`config.mk`:
```
export PLATFORM = sky130hd
export DESIGN_NAME = jpsc_ctrl
export DESIGN_NICKNAME = d
export VERILOG_FILES = /design/src/rtl/jpsc_pkg.sv /design/src/rtl/jpsc_ctrl.sv
export SDC_FILE = /design/constraint.sdc
export NUM_CORES = 1
export LEC_CHECK = 0
export BUFFER_PORTS_ARGS = -buffer_cell sky130_fd_sc_hd__buf_2
export CORE_MARGIN = 3
export CORE_UTILIZATION = 55
export DETAILED_ROUTE_END_ITERATION = 10
export PLACE_DENSITY = 0.79
export SLEW_MARGIN = 0
export SYNTH_ARGS = -nofsm -noshare
export SYNTH_HDL_FRONTEND = slang
export SYNTH_SLANG_ARGS = --single-unit
```
`constraint.sdc`:
```
create_clock -name clk -period 2.2 [get_ports clk]
set_input_delay 0.22 -clock clk [delete_from_list [all_inputs] [get_ports clk]]
set_output_delay 0.22 -clock clk [all_outputs]
set_load 0.01 [all_outputs]
```
`src/rtl/jpsc_pkg.sv`:
```
// ----------------------------------------------------------------------------
// jpsc_pkg
// Shared types, constants and micro-op tables of the plane singularity counter.
// ----------------------------------------------------------------------------
package jpsc_pkg;

    localparam int MAX_SEGMENTS_DEF = 8;
    localparam int COL_W     = 16;
    localparam int CNT_W     = 5;
    localparam int IDX_W     = 5;
    localparam int SEGS_W    = 4;
    localparam int THR_W     = 16;
    localparam int CFG_IDX_W = 1;
    localparam int CFG_W     = 16;
    localparam int SEG_IDX_W = 4;
    localparam int MUL_W     = 33;
    localparam int NRM_W     = 33;
    localparam int NSQ_W     = 32;
    localparam int PRD_W     = 64;
    localparam int ACC_W     = 67;
    localparam int Q_W       = 128;
    localparam int WIDE_W    = 160;
    localparam int STEP_W    = 4;
    localparam int SEQ_LEN   = 15;

    localparam logic [SEGS_W-1:0] SEGS_RESET = 4'd3;
    localparam logic [THR_W-1:0]  THR_RESET  = 16'd32604;

    typedef enum logic [CFG_IDX_W-1:0] {
        REG_SEGMENT_COUNT      = 1'b0,
        REG_PARALLEL_THRESHOLD = 1'b1
    } cfg_reg_t;

    typedef enum logic [4:0] {
        UOP_NOP, UOP_NX0, UOP_NX1, UOP_NY0, UOP_NY1, UOP_NZ0, UOP_NZ1,
        UOP_NA0, UOP_NA1, UOP_NA2, UOP_NB0, UOP_NB1, UOP_NB2, UOP_PP, UOP_WR,
        UOP_D0, UOP_D1, UOP_D2, UOP_Q00, UOP_Q01, UOP_Q10, UOP_Q11,
        UOP_M00, UOP_M01, UOP_M10, UOP_M11, UOP_T0, UOP_T1, UOP_T2, UOP_T3
    } uop_t;

    typedef struct packed {
        uop_t                 uop;
        logic                 load;
        logic                 emit;
        logic [SEG_IDX_W-1:0] k;
    } jpsc_cmd_t;

    typedef struct packed {
        logic                 build;
        logic                 last;
        logic [SEG_IDX_W-1:0] seg;
    } jpsc_status_t;

    // normal, squared norms, then norm product and store
    function automatic uop_t build_uop(input logic [STEP_W-1:0] step);
        uop_t u;
        case (step)
            4'd0:    u = UOP_NX0;
            4'd1:    u = UOP_NX1;
            4'd2:    u = UOP_NY0;
            4'd3:    u = UOP_NY1;
            4'd4:    u = UOP_NZ0;
            4'd5:    u = UOP_NZ1;
            4'd6:    u = UOP_NA0;
            4'd7:    u = UOP_NA1;
            4'd8:    u = UOP_NA2;
            4'd9:    u = UOP_NB0;
            4'd10:   u = UOP_NB1;
            4'd11:   u = UOP_NB2;
            4'd13:   u = UOP_PP;
            4'd14:   u = UOP_WR;
            default: u = UOP_NOP;
        endcase
        return u;
    endfunction

    // dot product, norm product, squared dot, threshold scaling and compare
    function automatic uop_t cmp_uop(input logic [STEP_W-1:0] step);
        uop_t u;
        case (step)
            4'd0:    u = UOP_D0;
            4'd1:    u = UOP_D1;
            4'd2:    u = UOP_D2;
            4'd3:    u = UOP_Q00;
            4'd4:    u = UOP_Q01;
            4'd5:    u = UOP_Q10;
            4'd6:    u = UOP_Q11;
            4'd7:    u = UOP_M00;
            4'd8:    u = UOP_M01;
            4'd9:    u = UOP_M10;
            4'd10:   u = UOP_M11;
            4'd11:   u = UOP_T0;
            4'd12:   u = UOP_T1;
            4'd13:   u = UOP_T2;
            4'd14:   u = UOP_T3;
            default: u = UOP_NOP;
        endcase
        return u;
    endfunction

endpackage

```
`src/rtl/jpsc_ctrl.sv`:
```
// ----------------------------------------------------------------------------
// jpsc_ctrl
// Sequencer: column intake, micro-op issue per segment and pair, result slot.
// ----------------------------------------------------------------------------
module jpsc_ctrl
    import jpsc_pkg::*;
(
    input  logic         clk,
    input  logic         rst_n,
    input  logic         in_valid,
    output logic         in_ready,
    output logic         out_valid,
    input  logic         out_ready,
    input  jpsc_status_t st,
    output jpsc_cmd_t    cmd
);

    typedef enum logic [4:0] {
        S_IDLE   = 5'b00001,
        S_BUILD  = 5'b00010,
        S_CMP    = 5'b00100,
        S_DRAIN  = 5'b01000,
        S_FINISH = 5'b10000
    } state_t;

    state_t               state_reg, state_next;
    logic [STEP_W-1:0]    step_reg, step_next;
    logic [SEG_IDX_W-1:0] k_reg, k_next;
    logic                 out_valid_reg, out_valid_next;

    assign in_ready  = (state_reg == S_IDLE);
    assign out_valid = out_valid_reg;

    always_comb
    begin
        state_next     = state_reg;
        step_next      = step_reg;
        k_next         = k_reg;
        out_valid_next = out_valid_reg;
        cmd.uop        = UOP_NOP;
        cmd.load       = 1'b0;
        cmd.emit       = 1'b0;
        cmd.k          = k_reg;

        if (out_valid_reg && out_ready)
            out_valid_next = 1'b0;

        case (state_reg)
            S_IDLE:
            begin
                if (in_valid)
                begin
                    cmd.load   = 1'b1;
                    step_next  = '0;
                    state_next = st.build ? S_BUILD : S_FINISH;
                end
            end
            S_BUILD:
            begin
                cmd.uop = build_uop(step_reg);
                if (step_reg == STEP_W'(SEQ_LEN - 1))
                begin
                    step_next  = '0;
                    k_next     = '0;
                    state_next = (st.seg == '0) ? S_DRAIN : S_CMP;
                end
                else
                    step_next = step_reg + STEP_W'(1);
            end
            S_CMP:
            begin
                cmd.uop = cmp_uop(step_reg);
                if (step_reg == STEP_W'(SEQ_LEN - 1))
                begin
                    step_next = '0;
                    if (k_reg + SEG_IDX_W'(1) == st.seg)
                        state_next = S_DRAIN;
                    else
                        k_next = k_reg + SEG_IDX_W'(1);
                end
                else
                    step_next = step_reg + STEP_W'(1);
            end
            // last compare lands in the count here
            S_DRAIN:
                state_next = S_FINISH;
            S_FINISH:
            begin
                if (!st.last)
                    state_next = S_IDLE;
                else if (!out_valid_reg || out_ready)
                begin
                    cmd.emit       = 1'b1;
                    out_valid_next = 1'b1;
                    state_next     = S_IDLE;
                end
            end
            default:
                state_next = S_IDLE;
        endcase
    end

    always_ff @(posedge clk or negedge rst_n)
    begin
        if (!rst_n)
        begin
            state_reg     <= S_IDLE;
            step_reg      <= '0;
            k_reg         <= '0;
            out_valid_reg <= 1'b0;
        end
        else
        begin
            state_reg     <= state_next;
            step_reg      <= step_next;
            k_reg         <= k_next;
            out_valid_reg <= out_valid_next;
        end
    end

`ifndef SYNTHESIS
    a_cmp_below_seg: assert property (@(posedge clk) disable iff (!rst_n)
        (state_reg == S_CMP) |-> (k_reg < st.seg))
        else $error("compare index reached current segment");

    a_emit_slot_free: assert property (@(posedge clk) disable iff (!rst_n)
        cmd.emit |-> (!out_valid_reg || out_ready))
        else $error("count emitted over a pending transfer");

    a_build_after_load: assert property (@(posedge clk) disable iff (!rst_n)
        (state_reg == S_BUILD && step_reg == '0) |-> $past(cmd.load))
        else $error("segment build started without a column");
`endif

endmodule

```
# Word level (Yosys, flattened, before mapping)
# Memory sizes are Yosys's and may differ from the RTL's.
# Cells that the tools add are included.
[word_totals]
input_bits = 10
rom_bits = 144
output_inout_bits = 13
wordCells = 57
memories = 2
register_bits = 14
[memory_table]
columns = ["name", "depth", "word_bits", "read_ports", "rd_clocked_by_memory_dff", "write_ports", "line_no", "rtl"]
rows = [
  ["(no name shown)", 16, 5, 1, 0, 0, "jpsc_pkg.sv:80", "case (step)"],
  ["(no name shown)", 16, 4, 1, 0, 0, "jpsc_pkg.sv:57", "case (step)"],
]
[classes]
muxes = 26
eq_ne = 13
n_reduce_logical = 10
n_addsub = 2
[op_table]
columns = ["op", "count"]
rows = [
  ["two-way mux 5 bit", 7],
  ["case mux 5 bit (5 select lines)", 1],
  ["two-way mux 4 bit", 6],
  ["case mux 4 bit (2 select lines)", 2],
  ["inequality test 2 bit (second input constant)", 5],
  ["case mux 5 bit (2 select lines)", 1],
  ["two-way mux 1 bit", 9],
  ["adder 4 x 1 -> 4 bit (second input constant)", 2],
  ["equality test 5 x 1 -> 1 bit (second input constant)", 1],
  ["equality test 5 x 2 -> 1 bit (second input constant)", 1],
  ["equality test 5 x 3 -> 1 bit (second input constant)", 1],
  ["equality test 5 x 4 -> 1 bit (second input constant)", 1],
  ["equality test 5 bit (second input constant)", 1],
  ["AND reduction 5 bit", 1],
  ["equality test 4 bit", 1],
  ["equality test 4 bit (second input constant)", 1],
  ["zero test 4 bit", 1],
  ["AND reduction 4 bit", 1],
  ["nonzero test 2 bit", 2],
  ["inequality test 3 bit (second input constant)", 1],
  ["AND reduction 2 bit", 1],
  ["OR reduction 2 bit", 1],
  ["logical AND 1 bit", 1],
  ["zero test 1 bit", 1],
  ["logical OR 1 bit", 1],
]

# Depth between registers and ports, before layout
[depth]
ltp_word = 5
mapped_depth = 6
mapped_depth_nobuf = 6

# Worst setup path before layout
# No wires, ideal clock.
[synth_timing]
path_kind = "reg2reg"
startpoint = "register k_reg[0]"
endpoint = "register k_reg[3]"
setup_ns = 0.133
slack_ns = 0.438
required_time_ns = 2.067
path_stages_with_launch = 6
path_buffers = 0
synth_period_minus_slack_ns = 1.762
t_arrival_ns = 1.629
cell_sequence = "dfrtp_1 ha_1 xnor3_1 and3_4 a2111oi_4 a211oi_1"
[synth_between]
elab_chain_len = 4
word_cells_on_any_way = 7
cone_classes = "add/sub (1); eq/ne (2); mux (3); reduce/logical (1)"
[synth_rtl]
columns = ["element", "line_no", "rtl"]
rows = [
  ["start: declaration", "jpsc_ctrl.sv:28", "logic [SEG_IDX_W-1:0] k_reg, k_next;"],
  ["start signal: assignment", "jpsc_ctrl.sv:116", "k_reg <= k_next;"],
  ["adder 4 x 1 -> 4 bit (*)", "jpsc_ctrl.sv:76, jpsc_ctrl.sv:79", ""],
  ["equality test 4 bit / two-way mux 4 bit (equally long branches)", "jpsc_ctrl.sv:76", "if (k_reg + SEG_IDX_W'(1) == st.seg)"],
  ["inequality test 2 bit (no line) / two-way mux 4 bit (equally long branches)", "-", ""],
  ["AND reduction 4 bit (no line) / case mux 4 bit (2 select lines) (equally long branches)", "-", ""],
]
# Every way passes the cells marked *; elsewhere a longest branch is shown, timed or not. The select of a mux whose other input is x is not followed.
# A chain may end at the register's enable or synchronous reset.

==> run summary <==
status - completed
routed via count - 1194
DRT Pass-1 Iters - 4
asr flop ratio synth - 100%
setup ws final - 0.104 ns
Worst-Skew Late Latency - 0.28 ns
largest net degree at the start of global routing - 15
CP Class - reg -> out
DP Area - 0.00135 mm2
Final Cell Area - 0.00142 mm2
placement row count - 16
min Tclk post-route - 2.10 ns
cell with the most instances after synthesis - nand2_1
flops & latches, synth - 14
clock buffer depth - 2
largest family of logic cells by synthesized area - simple AND/OR/NAND/NOR gates
setup TNS - 0 ns
Mapped Cells - 144
maximum clock rate - 477 MHz
CP Launch Type - flop
Critical Path RT - 1.98 ns
max reg flops - 5
cell area power density - 825 mW/mm2
Clock Skew - 0.00658 ns
H-tree depth - 1
VDD IR-drop max - 0.725 mV
clock sinks - 14
area leader, netlist - dfrtp_1
Starting DRT DRC Count - 31
Pins Over Slew Limit - 0
post-synthesis adder-cell area fraction - 8.18%
Slew HR - 71.6%
I/O Buffers - 22
fin crit share - 95.3%
endpoints failing setup - 0
die area - 0.00283 mm2
top_reg_cell synth - dfrtp_1
Die Y - 53.2 um
sequential share of the synthesized area - 28.7%
dpl cells - 189
share of layout cells above drive strength 1 - 21.6%
initial core utilization - 59.9%
average cell area after synthesis - 8.50 um2
CTS root buf - clkbuf_4
number of buffers created by CTS - 3
EDFF count, synth - 0
Layout area overhead - 15.8%
CORE AREA - 0.00204 mm2
Leakage - 0.609 nW
Design Power - 1.17 mW
Final nets - 190
Vias/cell - 6.03
Total Wirelength - 2860 um
Yosys Warn Count - 0
Post-Place Worst Slack - 0.351 ns
drt wl/cell - 14.4 um
vias in the first global route - 1124
antenna viol nets, final - 0
CP arrival - 1.88 ns
gp weighted congestion - 0.849
crit path capture type - output port
simple-gate share of the synthesized area - 29.2%
clock-pin slew on the worst setup and hold paths - 0.08 ns
antenna violations before repair - 0
Synth Area in Compound Gates - 22.6%
CTS tree - done
first-pass GRT wire length - 4800 um
gr ovfl total - 0
xor/xnor share of the synthesized area - 6.85%
placed wire-length estimate - 2190 um
die width - 53.2 um
Residual DRC - 0
Synth top area share - 26.6%
io pins - 23
max cap viols - 0
top cells by count, synth - 15 x nand2_1, 13 x dfrtp_1, 13 x nand3_1
CP Max Fanout - 8
Slew @ Worst Pin - 0.425 ns
mux share of post-synthesis cell area - 0%
post-synthesis cell type count - 43
Worst Hold Class - in -> reg
total track usage - 22.8%
synthesized area - 0.00122 mm2
final hold violation count - 0
post-route insts no fill - 198
post-CTS sizing - 0
Syn Nets - 162
Synth area leaders - dfrtp_1 27%, ha_1 8.2%, nand3_1 5.3%
ANT cells - 0
==> cell type report <==
| cell class | instances | area (um2) |
|---|---|---|
| flip-flops and latches | 14 | 352 |
| repair buffers | 28 | 158 |
| multi-input cells | 117 | 818 |
| inverters | 8 | 30.0 |
| clock buffers | 4 | 26.3 |
| fillers | 176 | 624 |
| well taps | 27 | 33.8 |
==> placed cells by master (no fill, tap or decap), types with 5 or more instances in the layout <==
cell type and count:
dfrtp_1 13, nand2_1 15, inv_1 8, nand3_1 13
ha_1 8, nand2b_1 5, o22ai_1 6, a21oi_1 8
o21ai_0 8, nor2_1 7, buf_4 5, buf_2 22
==> power breakdown <==
part,leakage [nW],switching (mW),total (mW),internal (mW)
combinational,0.415,0.324,0.592,0.268
clock,0.0150,0.0810,0.151,0.0703
sequential,0.179,0.115,0.426,0.311
total,0.609,0.520,1.17,0.650
==> critical path: stages, from the launching register on <==
cell and delay [ns]:
dfrtp_1 0.47, inv_1 0.12, ha_1 0.37, nand2b_1 0.20
a31oi_1 0.20, o22ai_1 0.09, buf_2 0.14
==> metal layers <==
metal  GRT usage, %  part of all wire (%)
met1           28.5                    44
met2           39.7                    50
met3           5.63                   5.2
met4           4.26                  0.24
met5              0                     0
==> through the flow <==
stage	utilization, %	hold slack, ns
CTS	68.0	0.150
detailed placement	66.2	0.134
global route	69.4	0.198
finish	69.4	0.160
global placement	66.2	0.132
floorplan	-	-0.0756
==> final timing paths <==
path,from,to,slack (ns),cells after the start
setup / recovery,step_reg[0],cmd[8],0.10,6
hold / removal,out_ready,out_valid,0.16,2
setup reg to reg,step_reg[0],k_reg[3],0.34,6
hold reg to reg,out_valid,out_valid,0.57,2
max in group asynchronous,rst_n,state_reg[0],1.55,2
min in group asynchronous,rst_n,state_reg[1],0.36,2
==> repair_timing <==
item / 4_1_cts / 5_1_grt
hold buffers: 1 / 0
hold endpoints to repair: 13 / 0
setup buffers: 0 / 4
endpoints found under the setup margin: 0 / 2
==> logic make-up after synthesis <==
kind of cell,Yosys count
fa+ha+maj,8
buf+inv,13
compound gates,40
xor+xnor,8
flops,14
simple gates,61
Note: power is estimated with default switching activity, not from simulation.
